### config.mk
export PLATFORM = sky130hd
export DESIGN_NAME = heap_sorter_core
export DESIGN_NICKNAME = d
export VERILOG_FILES = /design/src/sv/hs_pkg.sv /design/src/sv/hs_ram.sv /design/src/sv/hs_ctrl.sv /design/src/sv/hs_dp.sv /design/src/sv/heap_sorter_core.sv
export SDC_FILE = /design/constraint.sdc
export NUM_CORES = 2
export LEC_CHECK = 0
export BUFFER_PORTS_ARGS = -buffer_cell sky130_fd_sc_hd__buf_2
export CELL_PAD_IN_SITES_DETAIL_PLACEMENT = 1
export CELL_PAD_IN_SITES_GLOBAL_PLACEMENT = 1
export CORE_AREA = 3 3 553 555
export DETAILED_ROUTE_END_ITERATION = 12
export DIE_AREA = 0 0 556 558
export PLACE_DENSITY_LB_ADDON = 0.1
export SLEW_MARGIN = 10
export SYNTH_ARGS = -nofsm -noshare
export SYNTH_HDL_FRONTEND = slang
export SYNTH_SLANG_ARGS = --single-unit
### constraint.sdc
create_clock -name clk -period 11.2 [get_ports clk]
set_input_delay 1.12 -clock clk [delete_from_list [all_inputs] [get_ports clk]]
set_output_delay 1.12 -clock clk [all_outputs]
set_load 0.02 [all_outputs]
### src/sv/hs_pkg.sv
// ----------------------------------------------------------------------------
// hs_pkg
// Shared constants and types of the heap sorter: store size, data width,
// controller states, datapath operations and the status bundle.
// ----------------------------------------------------------------------------
package hs_pkg;

    localparam int HS_DEPTH = 64;
    localparam int HS_DW    = 32;

    typedef enum logic [3:0] {
        ST_LOAD,
        ST_PREP,
        ST_SELECT,
        ST_FETCH,
        ST_GRAB,
        ST_READ,
        ST_CMP,
        ST_OREAD,
        ST_OLOAD
    } hs_state_t;

    typedef enum logic [3:0] {
        OP_IDLE,
        OP_LOAD,
        OP_PREP,
        OP_SELECT,
        OP_FETCH,
        OP_GRAB,
        OP_READ,
        OP_CMP,
        OP_OREAD,
        OP_OLOAD
    } hs_op_t;

    typedef struct packed {
        hs_op_t op;
    } hs_cmd_t;

    typedef struct packed {
        logic set_end;
        logic build_go;
        logic build_end;
        logic ext_go;
        logic leaf;
        logic sift_done;
        logic out_free;
        logic out_last_idx;
    } hs_status_t;

endpackage

### src/sv/hs_ram.sv
// ----------------------------------------------------------------------------
// hs_ram
// Generic RAM: one write port, two read ports with registered read data.
// ----------------------------------------------------------------------------
module hs_ram #(
    parameter int WIDTH = 32,
    parameter int DEPTH = 64,
    parameter int AW    = (DEPTH > 1) ? $clog2(DEPTH) : 1
) (
    input  logic             clk,
    input  logic             we,
    input  logic [AW-1:0]    waddr,
    input  logic [WIDTH-1:0] wdata,
    input  logic [AW-1:0]    raddr_a,
    input  logic [AW-1:0]    raddr_b,
    output logic [WIDTH-1:0] rdata_a,
    output logic [WIDTH-1:0] rdata_b
);

    logic [WIDTH-1:0] mem [DEPTH];

    always_ff @(posedge clk)
    begin
        if (we)
        begin
            mem[waddr] <= wdata;
        end
        rdata_a <= mem[raddr_a];
        rdata_b <= mem[raddr_b];
    end

endmodule

### src/sv/hs_ctrl.sv
// ----------------------------------------------------------------------------
// hs_ctrl
// Sequencer of the heap sorter: load, heap build, extraction, read-out.
// ----------------------------------------------------------------------------
module hs_ctrl
    import hs_pkg::*;
(
    input  logic       clk,
    input  logic       rst_n,
    input  hs_status_t status,
    output hs_cmd_t    cmd,
    output logic       in_stall
);

    hs_state_t state_reg;
    hs_state_t state_next;

    always_ff @(posedge clk or negedge rst_n)
    begin
        if (!rst_n)
        begin
            state_reg <= ST_LOAD;
        end
        else
        begin
            state_reg <= state_next;
        end
    end

    always_comb
    begin
        state_next = state_reg;
        cmd.op     = OP_IDLE;
        in_stall   = 1'b1;
        unique case (state_reg)
            ST_LOAD:
            begin
                cmd.op   = OP_LOAD;
                in_stall = 1'b0;
                if (status.set_end)
                begin
                    state_next = ST_PREP;
                end
            end
            ST_PREP:
            begin
                cmd.op     = OP_PREP;
                state_next = ST_SELECT;
            end
            ST_SELECT:
            begin
                cmd.op = OP_SELECT;
                priority if (status.build_go)
                begin
                    state_next = ST_FETCH;
                end
                else if (status.build_end)
                begin
                    state_next = ST_SELECT;
                end
                else if (status.ext_go)
                begin
                    state_next = ST_FETCH;
                end
                else
                begin
                    state_next = ST_OREAD;
                end
            end
            ST_FETCH:
            begin
                cmd.op     = OP_FETCH;
                state_next = ST_GRAB;
            end
            ST_GRAB:
            begin
                cmd.op     = OP_GRAB;
                state_next = ST_READ;
            end
            ST_READ:
            begin
                cmd.op     = OP_READ;
                state_next = status.leaf ? ST_SELECT : ST_CMP;
            end
            ST_CMP:
            begin
                cmd.op     = OP_CMP;
                state_next = status.sift_done ? ST_SELECT : ST_READ;
            end
            ST_OREAD:
            begin
                cmd.op = OP_OREAD;
                if (status.out_free)
                begin
                    state_next = ST_OLOAD;
                end
            end
            ST_OLOAD:
            begin
                cmd.op     = OP_OLOAD;
                state_next = status.out_last_idx ? ST_LOAD : ST_OREAD;
            end
            default:
            begin
                state_next = ST_LOAD;
            end
        endcase
    end

endmodule

### src/sv/hs_dp.sv
// ----------------------------------------------------------------------------
// hs_dp
// Datapath of the heap sorter: element store, counters, sift-down compare
// and the output register.
// ----------------------------------------------------------------------------
module hs_dp
    import hs_pkg::*;
#(
    parameter int DEPTH = HS_DEPTH
) (
    input  logic                    clk,
    input  logic                    rst_n,
    input  hs_cmd_t                 cmd,
    output hs_status_t              status,
    input  logic                    in_valid,
    input  logic signed [HS_DW-1:0] value,
    input  logic                    last,
    input  logic                    out_stall,
    output logic                    out_valid,
    output logic signed [HS_DW-1:0] value_res,
    output logic                    last_res,
    output logic                    overflow
);

    localparam int AW = (DEPTH > 1) ? $clog2(DEPTH) : 1;
    localparam int CW = AW + 1;

    logic [CW-1:0]           count_reg, count_next;
    logic                    ovf_reg, ovf_next;
    logic [CW-1:0]           size_reg, size_next;
    logic                    build_reg, build_next;
    logic [CW-1:0]           k_reg, k_next;
    logic [CW-1:0]           heap_reg, heap_next;
    logic [AW-1:0]           node_reg, node_next;
    logic signed [HS_DW-1:0] nval_reg, nval_next;
    logic [AW-1:0]           idx_reg, idx_next;
    logic                    ov_valid_reg, ov_valid_next;
    logic signed [HS_DW-1:0] ov_value_reg, ov_value_next;
    logic                    ov_last_reg, ov_last_next;
    logic                    ov_ovf_reg, ov_ovf_next;

    logic                    we;
    logic [AW-1:0]           waddr;
    logic [HS_DW-1:0]        wdata;
    logic [AW-1:0]           raddr_a, raddr_b;
    logic [HS_DW-1:0]        rdata_a, rdata_b;

    logic                    accept;
    logic                    full;
    logic [CW-1:0]           k_m1;
    logic [AW-1:0]           k_m1_a;
    logic [CW-1:0]           left;
    logic [CW-1:0]           right;
    logic                    left_in, right_in;
    logic signed [HS_DW-1:0] rd_l, rd_r, best;
    logic                    l_big, r_big;
    logic [AW-1:0]           top_addr;

    hs_ram #(
        .WIDTH (HS_DW),
        .DEPTH (DEPTH),
        .AW    (AW)
    ) u_store (
        .clk     (clk),
        .we      (we),
        .waddr   (waddr),
        .wdata   (wdata),
        .raddr_a (raddr_a),
        .raddr_b (raddr_b),
        .rdata_a (rdata_a),
        .rdata_b (rdata_b)
    );

    assign accept   = in_valid && (cmd.op == OP_LOAD);
    assign full     = (count_reg == CW'(DEPTH));
    assign k_m1     = k_reg - CW'(1);
    assign k_m1_a   = k_m1[AW-1:0];
    assign left     = {node_reg, 1'b1};
    assign right    = left + CW'(1);
    assign left_in  = (left < heap_reg);
    assign right_in = (right < heap_reg);
    assign rd_l     = $signed(rdata_a);
    assign rd_r     = $signed(rdata_b);
    assign l_big    = left_in && (rd_l > nval_reg);
    assign best     = l_big ? rd_l : nval_reg;
    assign r_big    = right_in && (rd_r > best);
    assign top_addr = r_big ? right[AW-1:0] : left[AW-1:0];

    always_comb
    begin
        status.set_end      = accept && last;
        status.build_go     = build_reg && (k_reg != '0);
        status.build_end    = build_reg && (k_reg == '0);
        status.ext_go       = !build_reg && (k_reg > CW'(1));
        status.leaf         = !left_in;
        status.sift_done    = !l_big && !r_big;
        status.out_free     = !ov_valid_reg || !out_stall;
        status.out_last_idx = ({1'b0, idx_reg} == (size_reg - CW'(1)));
    end

    always_comb
    begin
        count_next    = count_reg;
        ovf_next      = ovf_reg;
        size_next     = size_reg;
        build_next    = build_reg;
        k_next        = k_reg;
        heap_next     = heap_reg;
        node_next     = node_reg;
        nval_next     = nval_reg;
        idx_next      = idx_reg;
        ov_valid_next = ov_valid_reg;
        ov_value_next = ov_value_reg;
        ov_last_next  = ov_last_reg;
        ov_ovf_next   = ov_ovf_reg;
        we            = 1'b0;
        waddr         = node_reg;
        wdata         = nval_reg;
        raddr_a       = idx_reg;
        raddr_b       = k_m1_a;

        if (ov_valid_reg && !out_stall)
        begin
            ov_valid_next = 1'b0;
        end

        unique case (cmd.op)
            OP_IDLE:
            begin
            end
            OP_LOAD:
            begin
                if (accept)
                begin
                    if (!full)
                    begin
                        we         = 1'b1;
                        waddr      = count_reg[AW-1:0];
                        wdata      = value;
                        count_next = count_reg + CW'(1);
                    end
                    else
                    begin
                        ovf_next = 1'b1;
                    end
                end
            end
            OP_PREP:
            begin
                size_next  = count_reg;
                k_next     = count_reg >> 1;
                build_next = 1'b1;
                idx_next   = '0;
            end
            OP_SELECT:
            begin
                if (status.build_end)
                begin
                    build_next = 1'b0;
                    k_next     = size_reg;
                end
            end
            OP_FETCH:
            begin
                raddr_a   = build_reg ? k_m1_a : '0;
                raddr_b   = k_m1_a;
                heap_next = build_reg ? size_reg : k_m1;
                node_next = build_reg ? k_m1_a : '0;
            end
            OP_GRAB:
            begin
                nval_next = build_reg ? rd_l : rd_r;
                if (!build_reg)
                begin
                    // old root goes to the end of the shrinking heap
                    we    = 1'b1;
                    waddr = k_m1_a;
                    wdata = rdata_a;
                end
            end
            OP_READ:
            begin
                raddr_a = left[AW-1:0];
                raddr_b = right[AW-1:0];
                if (!left_in)
                begin
                    we     = 1'b1;
                    k_next = k_m1;
                end
            end
            OP_CMP:
            begin
                we = 1'b1;
                if (status.sift_done)
                begin
                    k_next = k_m1;
                end
                else
                begin
                    wdata     = r_big ? rdata_b : rdata_a;
                    node_next = top_addr;
                end
            end
            OP_OREAD:
            begin
                raddr_a = idx_reg;
            end
            OP_OLOAD:
            begin
                ov_value_next = rd_l;
                ov_last_next  = status.out_last_idx;
                ov_ovf_next   = ovf_reg;
                ov_valid_next = 1'b1;
                idx_next      = idx_reg + AW'(1);
                if (status.out_last_idx)
                begin
                    count_next = '0;
                    ovf_next   = 1'b0;
                end
            end
            default:
            begin
            end
        endcase
    end

    always_ff @(posedge clk or negedge rst_n)
    begin
        if (!rst_n)
        begin
            count_reg    <= '0;
            ovf_reg      <= 1'b0;
            size_reg     <= '0;
            build_reg    <= 1'b0;
            k_reg        <= '0;
            heap_reg     <= '0;
            node_reg     <= '0;
            idx_reg      <= '0;
            ov_valid_reg <= 1'b0;
        end
        else
        begin
            count_reg    <= count_next;
            ovf_reg      <= ovf_next;
            size_reg     <= size_next;
            build_reg    <= build_next;
            k_reg        <= k_next;
            heap_reg     <= heap_next;
            node_reg     <= node_next;
            idx_reg      <= idx_next;
            ov_valid_reg <= ov_valid_next;
        end
    end

    always_ff @(posedge clk)
    begin
        nval_reg     <= nval_next;
        ov_value_reg <= ov_value_next;
        ov_last_reg  <= ov_last_next;
        ov_ovf_reg   <= ov_ovf_next;
    end

    assign out_valid = ov_valid_reg;
    assign value_res = ov_value_reg;
    assign last_res  = ov_last_reg;
    assign overflow  = ov_ovf_reg;

endmodule

### src/sv/heap_sorter_core.sv
// Loading: one item per cycle while in_stall is low. A sort of n elements then runs about
//   3n/2 sift passes (select, fetch, grab, then read and compare per heap level), and
//   each result is then read from the store into an output register that holds under
//   out_stall. The sift loop reads both children of a node through the two read ports.
// Reset: asynchronous, active low; clears control and counters. Store contents are
//   undefined until written; there is no clearing pass.
// ----------------------------------------------------------------------------
// heap_sorter_core
// Heap sorter: collects a set of signed values, heap-sorts it in a local
// store and returns it in ascending order with last and overflow marks.
// ----------------------------------------------------------------------------
module heap_sorter_core
    import hs_pkg::*;
#(
    parameter int DEPTH = HS_DEPTH
) (
    input  logic                    clk,
    input  logic                    rst_n,
    input  logic                    in_valid,
    output logic                    in_stall,
    input  logic signed [HS_DW-1:0] value,
    input  logic                    last,
    output logic                    out_valid,
    input  logic                    out_stall,
    output logic signed [HS_DW-1:0] value_res,
    output logic                    last_res,
    output logic                    overflow
);

    hs_cmd_t    cmd;
    hs_status_t status;

    hs_ctrl u_ctrl (
        .clk      (clk),
        .rst_n    (rst_n),
        .status   (status),
        .cmd      (cmd),
        .in_stall (in_stall)
    );

    hs_dp #(
        .DEPTH (DEPTH)
    ) u_dp (
        .clk       (clk),
        .rst_n     (rst_n),
        .cmd       (cmd),
        .status    (status),
        .in_valid  (in_valid),
        .value     (value),
        .last      (last),
        .out_stall (out_stall),
        .out_valid (out_valid),
        .value_res (value_res),
        .last_res  (last_res),
        .overflow  (overflow)
    );

endmodule

==> impl_metrics.csv <==
group,metric,value,unit
grt,grt_usage,0.293,
pwr,p_seq_frac,0.279,
grt,grt_max_degree,131,
clock_network,cts-buffers-inserted,270,
pwr,pwr-share-comb,0.532,
worst_setup_path,crit_path_start_kind,"flip-flop",
pwr,power.switching,20900,uW
pwr,internal_power,24200,uW
die,dieArea,0.310,mm^2
sta,fin_crit_sh,0.760,
worst_setup_path,crit_fanout,64,
hold_path,hp-class,"in2async",
detailed_routing,via_per_inst,6.25,
clock_network,htree_levels,5,
clock_network,clk_pin_slew_worst_paths,0.06,ns
sta,skew,0.0357,ns
detailed_routing,dr.pass1.iters,6,
status,outcome,"finished clean",
sta,layout_min_cycle_time,8.51,ns
synth,async_flop_share,0.0211,
die,die_y,558,um
sta,hold_violations,0,
detailed_routing,routedWlPerCell,36.1,um
pwr,netSwitchingFraction,0.464,
place,hpwl,274000,um
place,place_area,0.114,mm^2
sta,relSlewSlack,0.110,
synth,synth.area.top_cells,"edfxtp_1 59%, mux4_2 11%, nand2_1 8.1%",
clock_network,cts_sinks,2225,
grt,first_global_vias,80000,
synth,synth-edff-count,2114,
sta,tightest_slew,1.33,ns
grt,antenna_found_initial,30,
place,place.gp.congestion,0.849,
worst_setup_path,critPathSlowestCell,"a221o_2",
synth,synth_ff_type,"edfxtp_1",
place,io_buffers,72,
clock_network,cts_buffer_depth,4,
sta,fmax,118,MHz
worst_setup_path,critical_path_class,"reg2reg",
synth,syn_area,0.108,mm^2
worst_setup_path,path_cells,"inv_1 -> ha_1 -> nand4_1 -> nor4_1 -> o311ai_0 -> nor2b_1 -> nor2_4 -> buf_4 -> mux2i_1 -> ha_1 -> nand2_1 -> nor2_1 -> a211oi_1 -> o211ai_1 -> a221oi_1 -> a21oi_1 -> nand2b_1 -> o21bai_1 -> a221o_2",
worst_setup_path,max_stage_delay,1.14,ns
die,die_x,556,um
synth,seq_area_frac_synth,0.608,
synth,synth_cell_types,69,
pwr,ir_drop,0.000347,V
pwr,clkPwrFrac,0.189,
sta,tns,0,ns
synth,synth_nets,8911,
layout,fillers,31300,
die,ios,73,
synth,syn_avg_cell_area,12.3,um^2
clock_network,root_buffer,"clkbuf_16",
sta,setup_slack,2.69,ns
worst_setup_path,crit_top_cell,"ha_1",
grt,grt_overflow_total,0,
worst_setup_path,end_kind,"flip-flop",
job,maxCapViolCount,0,
grt,grt_pass1_wl,644000,um
clock_network,postCtsSetupBuffers,0,
die,coreArea,0.302,mm^2
clock_network,hold_buffers,0,
synth,syn_inst,8790,
worst_setup_path,crit_arrival,9.01,ns
layout,fin_nets,8856,
detailed_routing,dr.first_iter.drc_count,9714,
clock_network,clk_latency,0.90,ns
detailed_routing,wl,467000,um
sta,finalSetupViolCount,0,
clock_network,cts_tree,"yes",
die,start_util,0.359,
layout,syn2layout_area_growth,13.0,%
detailed_routing,drc,0,
synth,yosys_warnings,0,
layout,post_route_cells_drive_above_1_share,0.157,
pwr,power_density,368,mW/mm^2
detailed_routing,num_vias,80800,
clock_network,post_cts_resize_count,0,
pwr,leakagePower,0.0418,uW
layout,largest-register,"u_dp.u_store.mem",
sta,grt_setup_unrepaired,"no",
place,preCtsSetupSlack,2.82,ns
worst_setup_path,worstPathRequired,11.71,ns
detailed_routing,ant_nets,0,
die,std_cell_rows,202,
synth,synth.largest_area_cell,"edfxtp_1",
synth,ys_ff_latch,2225,
synth,synth_common_cells,"2339 x nand2_1, 2114 x edfxtp_1, 1115 x nand3_1",
synth,synth.most_common_cell,"nand2_1",
sta,finalMaxSlewViolations,0,
layout,largest_register_ffs,2048,
layout,design_area,0.123,mm^2
synth,netlist.area_leader.share,0.586,
-- through the flow --
step / hold WS (ns) / utilization / total power [uW] / std cells
floorplan: 0.425 / - / 27000 / 8790
global placement: 0.480 / 0.378 / 36200 / 12400
detailed placement: 0.481 / 0.378 / 36500 / 12400
CTS: 0.316 / 0.406 / 45000 / 12900
global route: 0.365 / 0.406 / 47100 / 12900
finish: 0.341 / 0.406 / 45100 / 12900
-- cell usage in the layout (no fill, tap or decap), types with 26 or more instances in the layout --
cell type | netlist | final
nand2_1 | 2339 | 2337
edfxtp_1 | 2114 | 2114
nand3_1 | 1115 | 1115
mux4_2 | 512 | 512
clkbuf_16 | 0 | 277
a21oi_1 | 263 | 261
a211oi_1 | 240 | 237
buf_4 | 40 | 236
mux2i_1 | 209 | 209
o211ai_1 | 182 | 182
nor2b_1 | 139 | 139
nor2_1 | 172 | 98
ha_1 | 84 | 84
nor2_4 | 0 | 75
buf_2 | 214 | 72
nand4_1 | 71 | 71
o21ai_0 | 95 | 71
and3_1 | 68 | 68
dfxtp_1 | 64 | 64
clkbuf_1 | 324 | 62
inv_1 | 57 | 55
clkinv_2 | 0 | 50
clkinv_1 | 0 | 47
dfrtp_1 | 47 | 46
a31oi_1 | 44 | 44
mux2_2 | 37 | 37
a221oi_1 | 34 | 34
a311oi_1 | 30 | 30
buf_12 | 0 | 28
o21ai_4 | 0 | 26
-- power by group through the flow --
stage | clock (uW) | combinational, uW | sequential [uW]
finish | 8530 | 24000 | 12600
global route | 8990 | 25500 | 12600
CTS | 8650 | 23800 | 12600
detailed placement | 0 | 23700 | 12700
global placement | 0 | 23500 | 12700
floorplan | 0 | 14300 | 12700
-- cell families (layout without fill, tap and decap cells) --
group,after synthesis,after routing,synth area share
flops,2225,2225,0.608
buf+inv,720,872,0.0288
mux,758,758,0.130
fa+ha+maj,84,84,0.00970
simple gates,3962,3962,0.158
other cells,0,11,0
xor+xnor,24,24,0.00194
compound gates,1017,1017,0.0638
-- routing by layer --
layer  track usage  wire length (um)  vias to the layer above
li1              -                 -                    33100
met1         0.420            202000                    43100
met2         0.451            208000                     3803
met3        0.0514             39600                      728
met4        0.0984             16700                       14
met5             0                85                        -
-- final timing paths --
check	startpoint	to	slack, ns	cells after the start
min in group clk	out_stall	u_ctrl.state_reg[3]	0.44	2
hold / removal	rst_n	u_dp.k_reg[6]	0.34	2
hold reg to reg	u_dp.ovf_reg	u_dp.overflow	0.49	0
max in group asynchronous	rst_n	u_dp.build_reg	10.35	2
setup reg to reg	u_dp.nval_reg[27]	u_dp.u_store.mem[28][7]	2.69	19
setup / recovery	u_dp.nval_reg[27]	u_dp.u_store.mem[28][7]	2.69	19
-- cell type report --
type | count | area, um^2 | share of cell area
clock inverters | 134 | 1070 | 0.00873
well taps | 3978 | 4980 | 0.0406
multi-input cells | 5845 | 40400 | 0.329
flip-flops and latches | 2225 | 65900 | 0.538
clock buffers | 345 | 7250 | 0.0591
diodes | 11 | 27.5 | 0.000225
repair buffers | 336 | 2690 | 0.0220
inverters | 57 | 214 | 0.00175
-- worst max-delay path, delay by kind of cell, from the launching register on --
family                   cells  cell delay, ns
adder cells (fa/ha/maj)      2            0.68
buffers and inverters        2            0.62
AO/OA/AOI/OAI                7            3.76
flip-flops                   1            0.41
AND/OR/NAND/NOR              7            2.06
multiplexers                 1            0.47
Note: power is estimated with default switching activity, not from simulation.
